### src/design/wavg_pkg.sv
// ----------------------------------------------------------------------------
// wavg_pkg
// Shared types and constants for the wave header parser with gain.
// ----------------------------------------------------------------------------
package wavg_pkg;

    localparam int QUEUE_DEPTH_DEFAULT = 2;

    localparam logic [1:0] KIND_FORMAT = 2'd0;
    localparam logic [1:0] KIND_SAMPLE = 2'd1;
    localparam logic [1:0] KIND_REJECT = 2'd2;

    localparam logic [1:0] REG_CLIP_LENGTH = 2'd0;
    localparam logic [1:0] REG_VOLUME      = 2'd1;
    localparam logic [1:0] REG_CODEC_ATT   = 2'd2;

    localparam logic [31:0] TAG_RIFF = 32'h4646_4952;
    localparam logic [31:0] TAG_WAVE = 32'h4556_4157;
    localparam logic [31:0] TAG_FMT  = 32'h2074_6D66;
    localparam logic [31:0] TAG_DATA = 32'h6174_6164;

    localparam logic [31:0] MIN_CLIP_LENGTH = 32'd44;
    localparam logic [31:0] MIN_FMT_SIZE    = 32'd16;
    localparam logic [15:0] FORMAT_PCM      = 16'd1;
    localparam logic [15:0] PCM_BITS        = 16'd16;
    localparam logic [6:0]  VOLUME_FULL     = 7'd100;
    localparam logic [17:0] GAIN_RECIP      = 18'd167773;

    localparam logic [31:0] RESET_CLIP_LENGTH = 32'd0;
    localparam logic [6:0]  RESET_VOLUME      = 7'd70;

    typedef struct packed {
        logic [1:0]  kind;
        logic [15:0] raw_sample;
        logic [31:0] fmt_rate;
        logic [15:0] channel_count;
        logic        end_of_clip;
    } wavg_item_t;

endpackage

### src/design/wav_header_parser_with_gain_unit.sv
// ----------------------------------------------------------------------------
// wav_header_parser_with_gain_unit
// RIFF/WAVE PCM16 clip parser with software volume gain.
// ----------------------------------------------------------------------------
// Takes one clip byte per cycle and gives at most one result per byte: a format
// report, a scaled 16-bit sample, or a rejection. The parser runs one byte per
// cycle; its results pass a queue of QUEUE_DEPTH entries to a gain stage with
// two multipliers and an output register; each result is written into the
// queue and then into the output register. Input stalls only when the queue is
// full. After the end of the clip or a rejection further bytes are taken and
// ignored until reset. The user makes configuration writes while idle; the block does not enforce it.
module wav_header_parser_with_gain_unit
    import wavg_pkg::*;
#(
    parameter int QUEUE_DEPTH = QUEUE_DEPTH_DEFAULT
)
(
    input  logic               clk,
    input  logic               rst_n,
    input  logic               in_valid,
    output logic               in_ready,
    input  logic [7:0]         clip_byte,
    output logic               out_valid,
    input  logic               out_ready,
    output logic [1:0]         kind,
    output logic signed [15:0] sample,
    output logic [31:0]        fmt_rate,
    output logic [15:0]        channel_count,
    output logic               end_of_clip,
    input  logic               cfg_valid,
    output logic               cfg_ready,
    input  logic [1:0]         cfg_index,
    input  logic [31:0]        cfg_data
);

    logic [31:0] clip_length_reg;
    logic [6:0]  volume_reg;
    logic        codec_att_reg;

    logic        q_full;
    logic        f_push;
    wavg_item_t  f_item;
    logic        q_valid;
    logic        q_pop;
    wavg_item_t  q_item;

    assign cfg_ready = 1'b1;
    assign in_ready  = !q_full;

    always_ff @(posedge clk or negedge rst_n)
    begin
        if (!rst_n)
        begin
            clip_length_reg <= RESET_CLIP_LENGTH;
            volume_reg      <= RESET_VOLUME;
            codec_att_reg   <= 1'b0;
        end
        else if (cfg_valid)
        begin
            unique case (cfg_index)
                REG_CLIP_LENGTH: clip_length_reg <= cfg_data;
                REG_VOLUME:      volume_reg      <= cfg_data[6:0];
                REG_CODEC_ATT:   codec_att_reg   <= cfg_data[0];
                default: ;
            endcase
        end
    end

    wavg_front u_front (
        .clk         (clk),
        .rst_n       (rst_n),
        .byte_fire   (in_valid && in_ready),
        .clip_byte   (clip_byte),
        .clip_length (clip_length_reg),
        .push        (f_push),
        .item        (f_item)
    );

    wavg_queue #(
        .DEPTH (QUEUE_DEPTH)
    ) u_queue (
        .clk       (clk),
        .rst_n     (rst_n),
        .push      (f_push),
        .push_item (f_item),
        .full      (q_full),
        .pop       (q_pop),
        .pop_valid (q_valid),
        .pop_item  (q_item)
    );

    wavg_back u_back (
        .clk              (clk),
        .rst_n            (rst_n),
        .volume_percent   (volume_reg),
        .codec_attenuates (codec_att_reg),
        .q_valid          (q_valid),
        .q_item           (q_item),
        .q_pop            (q_pop),
        .out_valid        (out_valid),
        .out_ready        (out_ready),
        .kind             (kind),
        .sample           (sample),
        .fmt_rate         (fmt_rate),
        .channel_count    (channel_count),
        .end_of_clip      (end_of_clip)
    );

endmodule

### src/design/wavg_front.sv
// ----------------------------------------------------------------------------
// wavg_front
// Byte parser: tag checks, chunk walk, fmt capture and data framing.
// ----------------------------------------------------------------------------
module wavg_front
    import wavg_pkg::*;
(
    input  logic        clk,
    input  logic        rst_n,
    input  logic        byte_fire,
    input  logic [7:0]  clip_byte,
    input  logic [31:0] clip_length,
    output logic        push,
    output wavg_item_t  item
);

    typedef enum logic [11:0] {
        PH_RIFF     = 12'b0000_0000_0001,
        PH_RSIZE    = 12'b0000_0000_0010,
        PH_WAVE     = 12'b0000_0000_0100,
        PH_ID       = 12'b0000_0000_1000,
        PH_SZ_OTHER = 12'b0000_0001_0000,
        PH_SZ_FMT   = 12'b0000_0010_0000,
        PH_SZ_DATA  = 12'b0000_0100_0000,
        PH_SKIP     = 12'b0000_1000_0000,
        PH_FMT      = 12'b0001_0000_0000,
        PH_DATA     = 12'b0010_0000_0000,
        PH_DONE     = 12'b0100_0000_0000,
        PH_REJ      = 12'b1000_0000_0000
    } phase_t;

    phase_t      phase_reg, phase_next;
    logic [31:0] pos_reg, pos_next;
    logic [31:0] shift_reg, shift_next;
    logic [31:0] remain_reg, remain_next;
    logic        fmt_seen_reg, fmt_seen_next;
    logic [15:0] fmt_code_reg, fmt_code_next;
    logic [15:0] chans_reg, chans_next;
    logic [31:0] rate_reg, rate_next;
    logic [15:0] bits_reg, bits_next;
    logic [7:0]  low_reg, low_next;

    logic [31:0] shifted;
    logic [31:0] remain_dec;
    logic [32:0] header_end;
    logic [32:0] chunk_end;
    logic        header_fits;

    assign shifted     = {clip_byte, shift_reg[31:8]};
    assign remain_dec  = remain_reg - 32'd1;
    assign header_end  = {1'b0, pos_reg} + 33'd9;
    assign chunk_end   = {1'b0, pos_reg} + 33'd1 + {1'b0, shifted};
    assign header_fits = header_end <= {1'b0, clip_length};

    always_comb
    begin
        phase_next    = phase_reg;
        pos_next      = pos_reg;
        shift_next    = shift_reg;
        remain_next   = remain_reg;
        fmt_seen_next = fmt_seen_reg;
        fmt_code_next = fmt_code_reg;
        chans_next    = chans_reg;
        rate_next     = rate_reg;
        bits_next     = bits_reg;
        low_next      = low_reg;
        push          = 1'b0;
        item          = '0;
        if (byte_fire)
        begin
            pos_next = pos_reg + 32'd1;
            unique case (phase_reg)
                PH_RIFF:
                begin
                    if (pos_reg == 32'd0 && clip_length < MIN_CLIP_LENGTH)
                    begin
                        push      = 1'b1;
                        phase_next = PH_REJ;
                    end
                    else
                    begin
                        shift_next = shifted;
                        if (pos_reg >= 32'd3)
                        begin
                            if (shifted != TAG_RIFF)
                            begin
                                push       = 1'b1;
                                phase_next = PH_REJ;
                            end
                            else
                            begin
                                phase_next = PH_RSIZE;
                            end
                        end
                    end
                end
                PH_RSIZE:
                begin
                    if (pos_reg >= 32'd7)
                    begin
                        phase_next = PH_WAVE;
                    end
                end
                PH_WAVE:
                begin
                    shift_next = shifted;
                    if (pos_reg >= 32'd11)
                    begin
                        if (shifted != TAG_WAVE || !header_fits)
                        begin
                            push       = 1'b1;
                            phase_next = PH_REJ;
                        end
                        else
                        begin
                            phase_next  = PH_ID;
                            remain_next = 32'd4;
                        end
                    end
                end
                PH_ID:
                begin
                    shift_next  = shifted;
                    remain_next = remain_dec;
                    if (remain_dec == 32'd0)
                    begin
                        remain_next = 32'd4;
                        if (shifted == TAG_FMT)
                        begin
                            phase_next = PH_SZ_FMT;
                        end
                        else if (shifted == TAG_DATA)
                        begin
                            phase_next = PH_SZ_DATA;
                        end
                        else
                        begin
                            phase_next = PH_SZ_OTHER;
                        end
                    end
                end
                PH_SZ_OTHER, PH_SZ_FMT, PH_SZ_DATA:
                begin
                    shift_next  = shifted;
                    remain_next = remain_dec;
                    if (remain_dec == 32'd0)
                    begin
                        if (chunk_end > {1'b0, clip_length})
                        begin
                            push       = 1'b1;
                            phase_next = PH_REJ;
                        end
                        else if (phase_reg == PH_SZ_FMT && shifted >= MIN_FMT_SIZE)
                        begin
                            fmt_seen_next = 1'b1;
                            phase_next    = PH_FMT;
                            remain_next   = shifted;
                            shift_next    = '0;
                        end
                        else if (phase_reg == PH_SZ_DATA && fmt_seen_reg)
                        begin
                            push = 1'b1;
                            if (fmt_code_reg != FORMAT_PCM || bits_reg != PCM_BITS)
                            begin
                                phase_next = PH_REJ;
                            end
                            else
                            begin
                                item.kind          = KIND_FORMAT;
                                item.fmt_rate      = rate_reg;
                                item.channel_count = chans_reg;
                                item.end_of_clip   = shifted < 32'd2;
                                remain_next        = shifted;
                                shift_next         = '0;
                                phase_next         = (shifted < 32'd2) ? PH_DONE : PH_DATA;
                            end
                        end
                        else if (shifted == 32'd0)
                        begin
                            if (!header_fits)
                            begin
                                push       = 1'b1;
                                phase_next = PH_REJ;
                            end
                            else
                            begin
                                phase_next  = PH_ID;
                                remain_next = 32'd4;
                            end
                        end
                        else
                        begin
                            phase_next  = PH_SKIP;
                            remain_next = shifted;
                        end
                    end
                end
                PH_SKIP, PH_FMT:
                begin
                    if (phase_reg == PH_FMT)
                    begin
                        case (shift_reg[4:0])
                            5'd0:  fmt_code_next[7:0]  = clip_byte;
                            5'd1:  fmt_code_next[15:8] = clip_byte;
                            5'd2:  chans_next[7:0]     = clip_byte;
                            5'd3:  chans_next[15:8]    = clip_byte;
                            5'd4:  rate_next[7:0]      = clip_byte;
                            5'd5:  rate_next[15:8]     = clip_byte;
                            5'd6:  rate_next[23:16]    = clip_byte;
                            5'd7:  rate_next[31:24]    = clip_byte;
                            5'd14: bits_next[7:0]      = clip_byte;
                            5'd15: bits_next[15:8]     = clip_byte;
                            default: ;
                        endcase
                        if (shift_reg < 32'd16)
                        begin
                            shift_next = shift_reg + 32'd1;
                        end
                    end
                    remain_next = remain_dec;
                    if (remain_dec == 32'd0)
                    begin
                        if (!header_fits)
                        begin
                            push       = 1'b1;
                            phase_next = PH_REJ;
                        end
                        else
                        begin
                            phase_next  = PH_ID;
                            remain_next = 32'd4;
                        end
                    end
                end
                PH_DATA:
                begin
                    remain_next = remain_dec;
                    if (!shift_reg[0])
                    begin
                        low_next   = clip_byte;
                        shift_next = 32'd1;
                        if (remain_dec == 32'd0)
                        begin
                            phase_next = PH_DONE;
                        end
                    end
                    else
                    begin
                        shift_next       = '0;
                        push             = 1'b1;
                        item.kind        = KIND_SAMPLE;
                        item.raw_sample  = {clip_byte, low_reg};
                        item.end_of_clip = remain_dec < 32'd2;
                        if (remain_dec < 32'd2)
                        begin
                            phase_next = PH_DONE;
                        end
                    end
                end
                PH_DONE, PH_REJ:
                begin
                    pos_next = pos_reg;
                end
                default:
                begin
                    phase_next = PH_REJ;
                end
            endcase
            if (push && phase_next == PH_REJ)
            begin
                item             = '0;
                item.kind        = KIND_REJECT;
                item.end_of_clip = 1'b1;
            end
        end
    end

    always_ff @(posedge clk or negedge rst_n)
    begin
        if (!rst_n)
        begin
            phase_reg    <= PH_RIFF;
            pos_reg      <= '0;
            shift_reg    <= '0;
            remain_reg   <= '0;
            fmt_seen_reg <= 1'b0;
            fmt_code_reg <= '0;
            chans_reg    <= '0;
            rate_reg     <= '0;
            bits_reg     <= '0;
            low_reg      <= '0;
        end
        else
        begin
            phase_reg    <= phase_next;
            pos_reg      <= pos_next;
            shift_reg    <= shift_next;
            remain_reg   <= remain_next;
            fmt_seen_reg <= fmt_seen_next;
            fmt_code_reg <= fmt_code_next;
            chans_reg    <= chans_next;
            rate_reg     <= rate_next;
            bits_reg     <= bits_next;
            low_reg      <= low_next;
        end
    end

endmodule

### src/design/wavg_queue.sv
// ----------------------------------------------------------------------------
// wavg_queue
// Small request queue between the parser and the gain stage.
// ----------------------------------------------------------------------------
module wavg_queue
    import wavg_pkg::*;
#(
    parameter int DEPTH = QUEUE_DEPTH_DEFAULT
)
(
    input  logic       clk,
    input  logic       rst_n,
    input  logic       push,
    input  wavg_item_t push_item,
    output logic       full,
    input  logic       pop,
    output logic       pop_valid,
    output wavg_item_t pop_item
);

    localparam int PTR_W = (DEPTH > 1) ? $clog2(DEPTH) : 1;
    localparam int CNT_W = $clog2(DEPTH + 1);
    localparam logic [PTR_W-1:0] LAST_PTR = PTR_W'(DEPTH - 1);
    localparam logic [CNT_W-1:0] FULL_CNT = CNT_W'(DEPTH);

    wavg_item_t       slots [DEPTH];
    logic [PTR_W-1:0] wr_ptr_reg, wr_ptr_next;
    logic [PTR_W-1:0] rd_ptr_reg, rd_ptr_next;
    logic [CNT_W-1:0] count_reg, count_next;
    logic             do_push, do_pop;

    assign full      = count_reg == FULL_CNT;
    assign pop_valid = count_reg != '0;
    assign pop_item  = slots[rd_ptr_reg];
    assign do_push   = push && !full;
    assign do_pop    = pop && pop_valid;

    always_comb
    begin
        wr_ptr_next = wr_ptr_reg;
        rd_ptr_next = rd_ptr_reg;
        count_next  = count_reg;
        if (do_push)
        begin
            wr_ptr_next = (wr_ptr_reg == LAST_PTR) ? '0 : wr_ptr_reg + PTR_W'(1);
        end
        if (do_pop)
        begin
            rd_ptr_next = (rd_ptr_reg == LAST_PTR) ? '0 : rd_ptr_reg + PTR_W'(1);
        end
        if (do_push && !do_pop)
        begin
            count_next = count_reg + CNT_W'(1);
        end
        else if (do_pop && !do_push)
        begin
            count_next = count_reg - CNT_W'(1);
        end
    end

    always_ff @(posedge clk)
    begin
        if (do_push)
        begin
            slots[wr_ptr_reg] <= push_item;
        end
    end

    always_ff @(posedge clk or negedge rst_n)
    begin
        if (!rst_n)
        begin
            wr_ptr_reg <= '0;
            rd_ptr_reg <= '0;
            count_reg  <= '0;
        end
        else
        begin
            wr_ptr_reg <= wr_ptr_next;
            rd_ptr_reg <= rd_ptr_next;
            count_reg  <= count_next;
        end
    end

endmodule

### src/design/wavg_back.sv
// ----------------------------------------------------------------------------
// wavg_back
// Gain stage and output register for parsed results.
// ----------------------------------------------------------------------------
module wavg_back
    import wavg_pkg::*;
(
    input  logic         clk,
    input  logic         rst_n,
    input  logic [6:0]   volume_percent,
    input  logic         codec_attenuates,
    input  logic         q_valid,
    input  wavg_item_t   q_item,
    output logic         q_pop,
    output logic         out_valid,
    input  logic         out_ready,
    output logic [1:0]   kind,
    output logic signed [15:0] sample,
    output logic [31:0]  fmt_rate,
    output logic [15:0]  channel_count,
    output logic         end_of_clip
);

    logic [24:0]        gain_prod;
    logic [7:0]         gain_reg;
    logic               bypass_reg;
    logic signed [24:0] scaled_prod;
    logic [15:0]        scaled;
    logic               valid_reg;

    // gain = floor(volume * 256 / 100) by reciprocal multiply
    assign gain_prod   = 25'(volume_percent) * 25'(GAIN_RECIP);
    assign scaled_prod = 25'($signed(q_item.raw_sample)) * $signed({17'd0, gain_reg});
    assign scaled      = bypass_reg ? q_item.raw_sample : scaled_prod[23:8];

    assign q_pop     = q_valid && (!valid_reg || out_ready);
    assign out_valid = valid_reg;

    always_ff @(posedge clk or negedge rst_n)
    begin
        if (!rst_n)
        begin
            gain_reg   <= '0;
            bypass_reg <= 1'b0;
            valid_reg  <= 1'b0;
        end
        else
        begin
            gain_reg   <= gain_prod[23:16];
            bypass_reg <= codec_attenuates || (volume_percent >= VOLUME_FULL);
            if (q_pop)
            begin
                valid_reg <= 1'b1;
            end
            else if (out_ready)
            begin
                valid_reg <= 1'b0;
            end
        end
    end

    always_ff @(posedge clk)
    begin
        if (q_pop)
        begin
            kind          <= q_item.kind;
            sample        <= $signed(scaled);
            fmt_rate      <= q_item.fmt_rate;
            channel_count <= q_item.channel_count;
            end_of_clip   <= q_item.end_of_clip;
        end
    end

endmodule

### config.mk
export PLATFORM = sky130hd
export DESIGN_NAME = wav_header_parser_with_gain_unit
export DESIGN_NICKNAME = d
export VERILOG_FILES = /design/src/design/wavg_pkg.sv /design/src/design/wav_header_parser_with_gain_unit.sv /design/src/design/wavg_front.sv /design/src/design/wavg_queue.sv /design/src/design/wavg_back.sv
export SDC_FILE = /design/constraint.sdc
export NUM_CORES = 1
export LEC_CHECK = 0
export BUFFER_PORTS_ARGS = -buffer_cell sky130_fd_sc_hd__buf_2
export CAP_MARGIN = 10
export CORE_UTILIZATION = 68
export DETAILED_ROUTE_END_ITERATION = 10
export GPL_TIMING_DRIVEN = 0
export PLACE_DENSITY = 0.87
export SLEW_MARGIN = 20
export SYNTH_ARGS = -nofsm -noshare
export SYNTH_HDL_FRONTEND = slang
export SYNTH_SLANG_ARGS = --single-unit
### constraint.sdc
create_clock -name clk -period 23 [get_ports clk]
set_input_delay 2.3 -clock clk [delete_from_list [all_inputs] [get_ports clk]]
set_output_delay 2.3 -clock clk [all_outputs]
set_load 0.005 [all_outputs]
==> out/metrics.cfg <==
[final_layout]
final_layout_size_suffix_gt1_share_pct=14.7
most-common-layout-cells=247 x dfrtp_1, 239 x inv_1, 209 x ha_1, 204 x nand2_1, 201 x edfxtp_1
top_register=u_queue.slots
nNetsFinal=3291
largest_register_ffs=134
area_growth_pct=10.8
n_fill_cell=2596
final_common_cell=dfrtp_1
n_antenna_cell=0

[timing]
hold_viol=0
timing.final.crit_share_pct=38.9
tns_ns=0
maxSlewViolCount=0
min_period_ns=8.95
fin_skew_ns=0.0199
fmax_ghz=0.112
setup_violations=0
tightestPinTransition_ns=1.01
max-slew-margin-rel_pct=32.3
rsz0062_at_grt=false

[routing]
drtAntennaViolNets=0
drt_iter0_markers=2249
wl_mm=80.3
wl_per_cell_um=22.8
post-route-drc-count=0
dr.pass1.iters=6
viasPerCell=6.48
vias=22858

[floorplanning]
num_rows=75
ios=117
die_w_um=210
initial_core_util_pct=69.5
core_um2=42300
dieArea_um2=44100
die_h_um=210

[clock_tree]
cts.sinks=452
clk_pin_slew_worst_paths_ns=0.07
hold_buffers=0
clk_latency_ns=0.61
cts_tree=built
h-tree-depth=2
cts_resized=0
post-cts-setup-buffers=0
clock_path_buffers=3
cts_buffers=48
cts-root-buf=clkbuf_16

[worst_setup_path]
end_kind=register
required_ns=23.46
critPathLaunchType=register
cp_max_fo=10
critPathMaxStageDelay_ns=0.84
critPathKind=register to register
crit_arrival_ns=9.41
r2r_setup_slack_ns=14.05
crit_slowest_cell=nor4_1

[synthesis]
ys_seq_area_share_pct=41.9
syn_inst=2738
synthArstFlopShare_pct=55.5
synthTopCellsByArea=dfrtp_1 21%, edfxtp_1 21%, ha_1 8.9%, fa_1 8.6%, mux2_2 6.4%
avgSynthCellArea_um2=10.7
synth_area_um2=29400
synth_top_area_cell=dfrtp_1
ys_seq_elements=452
synth.net_count=3120
synth_edf_count=201
ys_types=92
yosys_warnings=0
synth_top_area_share_pct=21.0
synthFlopType=dfrtp_1

[run_status]
status=complete, no violations

[place]
globalplace.congestion=0.986
port_buffers=115
hpwl_mm=57.1

[global_routing]
grt_max_degree=104
grt_pass1_wl_mm=126
grt_pass1_vias=23445
antenna_found_initial=0
overflow=0
grt_usage_pct=37.1

[hold_path]
hold_class=register to register

[run]
max_cap_viol_count=0

## cells by family after synthesis
| family | after synthesis | synth area share (%) |
|---|---|---|
| AOI/OAI and AO/OA | 421 | 9.72 |
| DFF | 452 | 41.9 |
| adders and majority gates | 335 | 17.5 |
| and+or+nand+nor | 887 | 16.2 |
| other | 1 | 0.0127 |
| buffers and inverters | 345 | 4.51 |
| xor gates and xnor gates | 128 | 3.81 |
| muxes | 169 | 6.46 |
## synthesized netlist by cell type (8+ instances only)
master	count
dfrtp_1	247
inv_1	240
ha_1	209
nand2_1	204
edfxtp_1	201
mux2_2	167
nor2_1	139
fa_1	126
o21ai_0	109
and2_1	103
clkbuf_1	91
xnor2_1	78
a21oi_1	77
and3_1	72
nor3_1	69
nor4_1	56
nand4_1	52
xor2_1	50
nand3_1	49
a22o_1	37
a211oi_1	27
a21o_1	22
or3_1	22
or2_2	18
o21a_1	16
nand2b_1	15
a31oi_1	12
nor4b_1	12
nor2b_1	11
o211ai_1	11
o31ai_1	11
nor3b_1	10
nand3b_1	9
a221o_1	8
and4_1	8
o21bai_1	8
## layout make-up
type | instances | area [um^2] | share of cell area [%]
multi-input cells | 1941 | 15800 | 48.5
flip-flops and latches | 452 | 12300 | 37.8
clock buffers | 65 | 1330 | 4.06
inverters | 240 | 903 | 2.77
repair buffers | 121 | 728 | 2.23
well taps | 577 | 722 | 2.21
plain buffers | 105 | 425 | 1.30
clock inverters | 25 | 378 | 1.16
## worst max-delay path: cells and delay by family, from the launching register on
kind            cells  cell delay, ns
compound gates     11            3.93
xor+xnor            1            0.24
fa+ha+maj           3            0.96
buf+inv             4            1.12
flops               1            0.47
simple gates        6            2.06
## worst paths after layout
path	start	to	cells after the start
setup / recovery	u_front.shift_reg[8]$_DFFE_PN0P_	u_queue.slots[1][37]$_DFFE_PP_	25
hold reg to reg	u_front.fmt_seen_reg$_DFFE_PN0P_	u_front.fmt_seen_reg$_DFFE_PN0P_	1
min in group asynchronous	rst_n	u_front.remain_reg[20]$_DFFE_PN0P_	1
max in group asynchronous	rst_n	volume_reg[1]$_DFFE_PN1P_	2
hold / removal	u_front.fmt_seen_reg$_DFFE_PN0P_	u_front.fmt_seen_reg$_DFFE_PN0P_	1
setup reg to reg	u_front.shift_reg[8]$_DFFE_PN0P_	u_queue.slots[1][37]$_DFFE_PP_	25
## layer usage
metal  up-vias  GRT usage, %  routed length (um)
li1      10134             -                   -
met1     11305          46.5               31100
met2      1137          62.8               39100
met3       282          6.15                6040
met4         0          17.9                4130
met5         -             0                   0
## stage by stage
stage | cells | instance area (um^2) | utilization, % | hold slack [ns] | setup WS (ns)
floorplan | 2738 | 29400 | - | 0.434 | 14.30
global placement | 3430 | 30700 | 72.6 | 0.454 | 11.63
detailed placement | 3436 | 30900 | 73.0 | 0.457 | 14.30
CTS | 3526 | 32600 | 77.0 | 0.472 | 14.25
finish | 3526 | 32600 | 77.1 | 0.474 | 14.05
global route | 3526 | 32600 | 77.1 | 0.489 | 13.65
Power is left out: the tool's default activity adds up to more than one toggle a clock period on the data nets, which glitch-free logic cannot reach.
